**config.mk**
```make
export PLATFORM = sky130hd
export DESIGN_NAME = ordered_list_store
export DESIGN_NICKNAME = d
export VERILOG_FILES = /design/src/rtl/olst_pkg.sv /design/src/rtl/olst_cell.sv /design/src/rtl/ordered_list_store.sv
export SDC_FILE = /design/constraint.sdc
export NUM_CORES = 1
export LEC_CHECK = 0
export BUFFER_PORTS_ARGS = -buffer_cell sky130_fd_sc_hd__clkbuf_2
export CAP_MARGIN = 10
export CORE_MARGIN = 1
export CORE_UTILIZATION = 49
export CTS_BUF_LIST = sky130_fd_sc_hd__clkbuf_16
export DETAILED_ROUTE_END_ITERATION = 12
export PLACE_DENSITY_LB_ADDON = 0.1
export SKIP_CTS_REPAIR_TIMING = 1
export SLEW_MARGIN = 20
export SYNTH_ARGS = -nofsm -noshare
export SYNTH_HDL_FRONTEND = slang
export SYNTH_SLANG_ARGS = --single-unit
export TNS_END_PERCENT = 50
```
**constraint.sdc**
```tcl
create_clock -name clock -period 5.9 [get_ports clock]
set_clock_uncertainty 0.05 [all_clocks]
set_input_delay 1.475 -clock clock [delete_from_list [all_inputs] [get_ports clock]]
set_output_delay 1.475 -clock clock [all_outputs]
set_load 0.05 [all_outputs]
```
**src/rtl/olst_pkg.sv**
```systemverilog
// Shared types and constants for the ordered list store.
package olst_pkg;

   // Default sizing of the list
   localparam int CAPACITY_DEF    = 16;
   localparam int VALUE_WIDTH_DEF = 32;

   // Fixed port widths
   localparam int WORD_W   = 32;
   localparam int ACTION_W = 3;
   localparam int STATUS_W = 2;

   // Request actions
   typedef enum logic [ACTION_W-1:0] {
      ACT_INSERT = 3'd0,
      ACT_POP    = 3'd1,
      ACT_REMOVE = 3'd2,
      ACT_FIND   = 3'd3,
      ACT_CLEAR  = 3'd4
   } action_type;

   // Result status codes
   typedef enum logic [STATUS_W-1:0] {
      ST_OK        = 2'd0,
      ST_EMPTY     = 2'd1,
      ST_NOT_FOUND = 2'd2,
      ST_FULL      = 2'd3
   } status_type;

   // Operation broadcast to every cell of the chain
   typedef enum logic [2:0] {
      CELL_HOLD,
      CELL_PUSH,
      CELL_PULL,
      CELL_FIND,
      CELL_REMOVE
   } cell_op_type;

endpackage

```
**src/rtl/olst_cell.sv**
```systemverilog
// One storage cell of the list chain: an entry, its compare and the match carry.
module olst_cell #(
   parameter int VALUE_WIDTH = olst_pkg::VALUE_WIDTH_DEF,
   parameter int CNT_W       = 5,
   parameter int IDX_W       = 4,
   parameter int INDEX       = 0
) (
   input  logic                     clock,
   input  olst_pkg::cell_op_type    op_i,
   input  logic [VALUE_WIDTH-1:0]   value_i,
   input  logic [CNT_W-1:0]         count_i,
   input  logic [IDX_W-1:0]         step_i,
   input  logic [VALUE_WIDTH-1:0]   prev_entry_i,
   input  logic [VALUE_WIDTH-1:0]   next_entry_i,
   input  logic                     carry_i,
   output logic [VALUE_WIDTH-1:0]   entry_o,
   output logic                     carry_o
);

   logic [VALUE_WIDTH-1:0] entry_ff;
   logic [VALUE_WIDTH-1:0] entry_in;
   logic                   carry_ff;
   logic                   carry_in;
   logic                   active;
   logic                   occupied;
   logic                   chain;

   // Compare against the broadcast value while the scan wave sits here
   always_comb begin
      active   = (step_i == IDX_W'(INDEX));
      occupied = (CNT_W'(INDEX) < count_i);
      chain    = carry_i || (occupied && (entry_ff == value_i));
   end

   // Select the next entry: shift back, shift forward or close the gap
   always_comb begin
      entry_in = entry_ff;
      carry_in = carry_ff;
      case (op_i)
         olst_pkg::CELL_PUSH: begin
            entry_in = prev_entry_i;
         end
         olst_pkg::CELL_PULL: begin
            entry_in = next_entry_i;
         end
         olst_pkg::CELL_FIND: begin
            if (active) begin
               carry_in = chain;
            end
         end
         olst_pkg::CELL_REMOVE: begin
            if (active) begin
               carry_in = chain;
               if (chain) begin
                  entry_in = next_entry_i;
               end
            end
         end
         default: begin
            entry_in = entry_ff;
         end
      endcase
   end

   always_ff @(posedge clock) begin
      entry_ff <= entry_in;
      carry_ff <= carry_in;
   end

   assign entry_o = entry_ff;
   assign carry_o = carry_ff;

endmodule

```
**src/rtl/ordered_list_store.sv**
```systemverilog
// Top level of the ordered list store: request control and the chain of cells.
//
// A bounded list of words, head first. Each request beat on req_ carries an
// action (insert at head, pop head, remove first match, find, clear) and a
// value; each produces exactly one result beat on rsp_ with a status, the
// popped word (zero otherwise) and the entry count after the request.
// Both channels use valid/ready; a request is taken only when the control is
// idle and the result register is empty or being emptied in the same cycle.
// Insert and pop shift the whole chain by one cell (not a full insert or
// an empty pop) and the result register loads at the same edge; clear
// zeroes the count without a shift. Find and remove send a scan wave down
// the chain, one cell per cycle; the length of the chain sets how long it
// runs. The gap of a removed entry closes as the wave passes.
// Requests can follow one per cycle after any action but find and remove
// while the receiver keeps up; after a find or remove the next request is
// taken only once the scan is over and its result has loaded.
// Reset empties the list (count zero) and drops any pending result; entry
// contents are not cleared and are never read before being written.
// When the receiver stalls, the result is held in the output register and
// no further request is taken until it has gone.
module ordered_list_store #(
   parameter int CAPACITY    = olst_pkg::CAPACITY_DEF,
   parameter int VALUE_WIDTH = olst_pkg::VALUE_WIDTH_DEF
) (
   input  logic                          clock,
   input  logic                          reset,
   input  logic                          req_valid,
   output logic                          req_ready,
   input  logic [olst_pkg::ACTION_W-1:0] req_action,
   input  logic [olst_pkg::WORD_W-1:0]   req_value,
   output logic                          rsp_valid,
   input  logic                          rsp_ready,
   output logic [olst_pkg::STATUS_W-1:0] rsp_status,
   output logic [olst_pkg::WORD_W-1:0]   rsp_data,
   output logic [$clog2(CAPACITY+1)-1:0] rsp_count
);

   localparam int CNT_W = $clog2(CAPACITY + 1);
   localparam int IDX_W = (CAPACITY > 1) ? $clog2(CAPACITY) : 1;
   localparam int EXT_W = VALUE_WIDTH + olst_pkg::WORD_W;

   typedef enum logic [1:0] {
      S_IDLE,
      S_SCAN,
      S_DONE
   } state_type;

   state_type                     state_ff, state_in;
   logic [IDX_W-1:0]              step_ff, step_in;
   logic [CNT_W-1:0]              count_ff, count_in;
   logic [VALUE_WIDTH-1:0]        value_ff, value_in;
   logic                          remove_ff, remove_in;
   logic                          rsp_valid_ff, rsp_valid_in;
   olst_pkg::status_type          rsp_status_ff, rsp_status_in;
   logic [olst_pkg::WORD_W-1:0]   rsp_data_ff, rsp_data_in;
   logic [CNT_W-1:0]              rsp_count_ff, rsp_count_in;

   olst_pkg::cell_op_type         cell_op;
   logic                          rsp_free;
   logic                          accept;
   logic                          rsp_load;
   logic                          found;
   logic [EXT_W-1:0]              req_ext;
   logic [VALUE_WIDTH-1:0]        req_entry;
   logic [EXT_W-1:0]              head_ext;
   logic [olst_pkg::WORD_W-1:0]   head_word;

   logic [VALUE_WIDTH-1:0]        entry_w [CAPACITY];
   logic [VALUE_WIDTH-1:0]        prev_w  [CAPACITY];
   logic [VALUE_WIDTH-1:0]        next_w  [CAPACITY];
   logic                          carry_w [CAPACITY];
   logic                          carry_prev_w [CAPACITY];

   // Fit the request word to the entry width and the head to the port width
   assign req_ext   = EXT_W'(req_value);
   assign req_entry = req_ext[VALUE_WIDTH-1:0];
   assign head_ext  = EXT_W'(entry_w[0]);
   assign head_word = head_ext[olst_pkg::WORD_W-1:0];

   assign rsp_free  = !rsp_valid_ff || rsp_ready;
   assign req_ready = (state_ff == S_IDLE) && rsp_free;
   assign accept    = req_valid && req_ready;
   assign found     = carry_w[CAPACITY-1];

   // Request control: shift the chain or load a result at once, or launch and finish a scan
   always_comb begin
      state_in      = state_ff;
      step_in       = step_ff;
      count_in      = count_ff;
      value_in      = value_ff;
      remove_in     = remove_ff;
      rsp_status_in = rsp_status_ff;
      rsp_data_in   = rsp_data_ff;
      rsp_load      = 1'b0;
      cell_op       = olst_pkg::CELL_HOLD;

      case (state_ff)
         S_IDLE: begin
            if (accept) begin
               rsp_load      = 1'b1;
               rsp_status_in = olst_pkg::ST_OK;
               rsp_data_in   = '0;
               case (olst_pkg::action_type'(req_action))
                  olst_pkg::ACT_INSERT: begin
                     if (count_ff < CNT_W'(CAPACITY)) begin
                        cell_op  = olst_pkg::CELL_PUSH;
                        count_in = count_ff + CNT_W'(1);
                     end else begin
                        rsp_status_in = olst_pkg::ST_FULL;
                     end
                  end
                  olst_pkg::ACT_POP: begin
                     if (count_ff != '0) begin
                        cell_op     = olst_pkg::CELL_PULL;
                        count_in    = count_ff - CNT_W'(1);
                        rsp_data_in = head_word;
                     end else begin
                        rsp_status_in = olst_pkg::ST_EMPTY;
                     end
                  end
                  olst_pkg::ACT_REMOVE, olst_pkg::ACT_FIND: begin
                     rsp_load  = 1'b0;
                     value_in  = req_entry;
                     remove_in = (olst_pkg::action_type'(req_action) == olst_pkg::ACT_REMOVE);
                     step_in   = '0;
                     state_in  = S_SCAN;
                  end
                  olst_pkg::ACT_CLEAR: begin
                     count_in = '0;
                  end
                  default: begin
                     count_in = count_ff;
                  end
               endcase
            end
         end
         S_SCAN: begin
            cell_op = remove_ff ? olst_pkg::CELL_REMOVE : olst_pkg::CELL_FIND;
            step_in = step_ff + IDX_W'(1);
            if (step_ff == IDX_W'(CAPACITY - 1)) begin
               state_in = S_DONE;
            end
         end
         S_DONE: begin
            if (rsp_free) begin
               rsp_load      = 1'b1;
               rsp_data_in   = '0;
               rsp_status_in = found ? olst_pkg::ST_OK : olst_pkg::ST_NOT_FOUND;
               if (remove_ff && found) begin
                  count_in = count_ff - CNT_W'(1);
               end
               state_in = S_IDLE;
            end
         end
         default: begin
            state_in = S_IDLE;
         end
      endcase

      rsp_valid_in = rsp_load || (rsp_valid_ff && !rsp_ready);
      rsp_count_in = rsp_load ? count_in : rsp_count_ff;
   end

   // Hold control state, scan operands and the result beat
   always_ff @(posedge clock) begin
      step_ff       <= step_in;
      value_ff      <= value_in;
      remove_ff     <= remove_in;
      rsp_status_ff <= rsp_status_in;
      rsp_data_ff   <= rsp_data_in;
      rsp_count_ff  <= rsp_count_in;
      if (reset) begin
         state_ff     <= S_IDLE;
         count_ff     <= '0;
         rsp_valid_ff <= 1'b0;
      end else begin
         state_ff     <= state_in;
         count_ff     <= count_in;
         rsp_valid_ff <= rsp_valid_in;
      end
   end

   assign rsp_valid  = rsp_valid_ff;
   assign rsp_status = rsp_status_ff;
   assign rsp_data   = rsp_data_ff;
   assign rsp_count  = rsp_count_ff;

   // Chain of cells: head at index zero, neighbours wired both ways
   for (genvar i = 0; i < CAPACITY; i++) begin : g_cell
      if (i == 0) begin : g_head
         assign prev_w[i]       = req_entry;
         assign carry_prev_w[i] = 1'b0;
      end else begin : g_body
         assign prev_w[i]       = entry_w[i-1];
         assign carry_prev_w[i] = carry_w[i-1];
      end
      if (i == CAPACITY - 1) begin : g_tail
         assign next_w[i] = entry_w[i];
      end else begin : g_link
         assign next_w[i] = entry_w[i+1];
      end

      olst_cell #(
         .VALUE_WIDTH (VALUE_WIDTH),
         .CNT_W       (CNT_W),
         .IDX_W       (IDX_W),
         .INDEX       (i)
      ) u_cell (
         .clock        (clock),
         .op_i         (cell_op),
         .value_i      (value_ff),
         .count_i      (count_ff),
         .step_i       (step_ff),
         .prev_entry_i (prev_w[i]),
         .next_entry_i (next_w[i]),
         .carry_i      (carry_prev_w[i]),
         .entry_o      (entry_w[i]),
         .carry_o      (carry_w[i])
      );
   end

endmodule

```
==> flow_summary_export.csv <==
group,metric,value,unit
status,outcome,"finished clean",
routing,drtPass1Iterations,7,
place,port_buffers,79,
min_path,worstHoldPathCells,0,
global_route,grt_use_total,29.95,%
cells_and_area,drive_above_1_share,32.18,%
clock_network,numCtsBuffers,70,
yosys,netlist_area,32440,um2
yosys,synthArstFlopShare,0,%
yosys,syn_nets,2247,
yosys,syn_area_per_cell,14.74,um2
critical_path,rr_startpoint,"value_ff[3]",
yosys,ys_types,55,
routing,antenna_left,0,
die,dieArea,67230,um2
clock_network,cts_sinks,612,
die,initial_core_util,49.96,%
power_and_ir_drop,p_per_area,290.0,nW/um2
yosys,ys.warnings.count,0,
cells_and_area,finalNonFillerCells,3186,
yosys,synth_edf_count,604,
sta,period_share,71.65,%
sta,tightest_slew,1.110,ns
global_route,grt_pass1_wl,143800,um
sta,drv_slew,0,
sta,setup_viol,0,
die,die_w,259.3,um
yosys,synth_ff_type,"edfxtp_1",
critical_path,start_kind,"register",
critical_path,rr_endpoint,"g_cell[13].u_cell.entry_o[16]",
global_route,antenna_found_initial,2,
min_path,hold_class,"reg2reg",
routing,vias_per_cell,6.102,
routing,drc,0,
yosys,syn_inst,2200,
sta,tns,0,ns
critical_path,endpoint_kind,"register",
sta,rsz0062_at_grt,"no",
routing,wirelength,100900,um
critical_path,critPathKind,"reg2reg",
global_route,overflow,0,
die,row_count,93,
min_path,hold_start,"g_cell[14].u_cell.entry_o[11]",
clock_network,clock-root-buffer,"clkbuf_16",
clock_network,insertion_delay,0.62,ns
flow_run,max_cap_violations,0,
sta,max_freq,236.6,MHz
critical_path,crit_required,6.12,ns
routing,wl_per_cell,31.68,um
critical_path,arrival,4.45,ns
critical_path,reg2regPathDepth,6,
place,dp.cells,3062,
power_and_ir_drop,ir_worst_vdd,0.1574,mV
cells_and_area,fin_util,55.61,%
die,num_io_pins,80,
yosys,seq_area_frac_synth,56.41,%
clock_network,ctsLongestPathBuffers,3,
place,place_hpwl,74980,um
global_route,grt_max_degree,103,
routing,vias,19440,
sta,finalHoldViolations,0,
sta,period_needed,4.227,ns
cells_and_area,antenna_cells,0,
routing,drt-initial-drc-count,2706,
cells_and_area,area_growth,11.31,%
place,gp_congestion,0.9268,
clock_network,clk_pin_slew,0.06,ns
critical_path,reg2reg_slack,1.67,ns
power_and_ir_drop,power,10.47,mW
global_route,grt_pass1_vias,19230,
critical_path,critPathMaxFanout,19,
die,coreArea,64930,um2
sta,slew_headroom,25.35,%
min_path,min_to,"g_cell[15].u_cell.entry_o[11]",
cells_and_area,nets,2326,
yosys,synth-seq-cells,612,
die,fp.dieH,259.3,um
power_and_ir_drop,total_leakage_power,12.18,nW
clock_network,cts_tree,"built",
clock_network,h-tree-depth,3,
layout by cell type (no fill, tap or decap), types with 11 or more instances in the layout:
cell type,instances
a21oi_1,19
xor2_1,230
nand4_1,82
xnor2_1,285
clkinv_1,17
nor4_1,60
nor3_1,24
mux2_2,281
clkbuf_16,71
and2_1,43
nand2b_1,16
inv_1,21
mux2_4,200
buf_4,62
edfxtp_1,604
clkbuf_2,79
nand3_1,23
and3_1,11
nor2_1,41
nand2_1,25
cells by family (layout without fill, tap and decap cells):
| logic type | Yosys count | after routing | synth area share, % |
|---|---|---|---|
| DFF | 612 | 612 | 56.41 |
| xor gates and xnor gates | 515 | 515 | 13.91 |
| buffers and inverters | 150 | 281 | 2.380 |
| adders and majority gates | 8 | 8 | 0.3086 |
| muxes | 483 | 483 | 19.07 |
| and+or+nand+nor | 355 | 355 | 6.268 |
| AOI/OAI and AO/OA | 77 | 77 | 1.655 |
layer usage:
metal  routed length (um)  GRT usage, %  up-vias  share of wire, %
met1                44720         44.56    10030                44
li1                     -             -     8322                 -
met4                 3082         9.363        0               3.1
met2                44380         43.92      962                44
met5                    0             0        -                 0
met3                 8762         5.888      125               8.7
power breakdown:
part	total, mW	internal (mW)	switching (mW)
Clock	4.34	2.50	1.84
Sequential	5.13	4.96	0.166
Combinational	1.01	0.420	0.586
Total	10.5	7.88	2.59
synth_stat cells (3+ instances only):
| cell type | number | share of area [%] |
|---|---|---|
| edfxtp_1 | 604 | 56 |
| xnor2_1 | 285 | 7.7 |
| mux2_2 | 281 | 9.8 |
| xor2_1 | 230 | 6.2 |
| mux2_4 | 200 | 9.3 |
| nand4_1 | 82 | 1.6 |
| clkbuf_1 | 70 | 0.81 |
| nor4_1 | 61 | 1.2 |
| and2_1 | 43 | 0.83 |
| nor2_1 | 41 | 0.47 |
| buf_2 | 35 | 0.54 |
| nand2_1 | 25 | 0.29 |
| nor3_1 | 25 | 0.39 |
| nand3_1 | 23 | 0.35 |
| buf_6 | 22 | 0.76 |
| a21oi_1 | 19 | 0.29 |
| nand2b_1 | 16 | 0.31 |
| buf_1 | 13 | 0.15 |
| o21ai_0 | 13 | 0.20 |
| and3_1 | 11 | 0.21 |
| inv_1 | 10 | 0.12 |
| dfxtp_1 | 8 | 0.49 |
| ha_1 | 8 | 0.31 |
| nor2b_1 | 7 | 0.13 |
| or4_1 | 7 | 0.16 |
| o31ai_1 | 5 | 0.12 |
| a21o_1 | 4 | 0.093 |
| a31oi_1 | 4 | 0.077 |
| or3_1 | 4 | 0.077 |
| a2111oi_0 | 3 | 0.081 |
| a211o_1 | 3 | 0.081 |
| a211oi_1 | 3 | 0.069 |
| a41o_1 | 3 | 0.093 |
| o21bai_1 | 3 | 0.069 |
| or2_2 | 3 | 0.058 |
stage by stage:
step	setup slack (ns)	cell area (um2)	hold slack, ns
5_1_grt	1.714	36110	0.4810
3_3_place_gp	1.555	33880	0.4303
2_1_floorplan	1.088	32440	0.4149
6_report	1.673	36110	0.4620
4_1_cts	1.841	36100	0.4592
3_5_place_dp	1.455	33880	0.4365
flip-flops by register name (all words and copies together), names as in the netlist:
register               count
value_ff                  32
remove_ff                  1
rsp_valid                  1
rsp_count                  5
step_ff                    4
rsp_data                  32
g_cell.u_cell.carry_o     16
state_ff                   2
rsp_status                 2
g_cell.u_cell.entry_o    512
count_ff                   5
worst max-delay path by stage:
stage	start	to	slack [ns]	cells after the start
after detailed placement	req_action[2]	g_cell[14].u_cell.entry_o[12]	1.45	6
after global placement	req_action[2]	g_cell[14].u_cell.entry_o[12]	1.55	6
after global routing	value_ff[3]	g_cell[13].u_cell.entry_o[26]	1.71	6
final	value_ff[3]	g_cell[13].u_cell.entry_o[16]	1.67	6
after CTS	value_ff[3]	g_cell[13].u_cell.entry_o[26]	1.84	6
after floorplan	value_ff[2]	g_cell[2].u_cell.entry_o[0]	1.09	6
critical path, stage by stage (launching register included):
cell and delay [ns]:
edfxtp_1 0.55, xnor2_1 0.60, nand4_1 0.33, nor4_1 0.98, nand2_1 0.22, o21ai_4 0.72
buf_4 0.42
final cells by class:
| class | instances | area (um2) |
|---|---|---|
| multi-input cells | 1438 | 13500 |
| inverters | 10 | 37.54 |
| clock inverters | 53 | 445.4 |
| flip-flops and latches | 612 | 18300 |
| repair buffers | 147 | 980.9 |
| fillers | 5323 | 28820 |
| clock buffers | 71 | 1777 |
| well taps | 855 | 1070 |
Power figures use the tool's default switching activity.
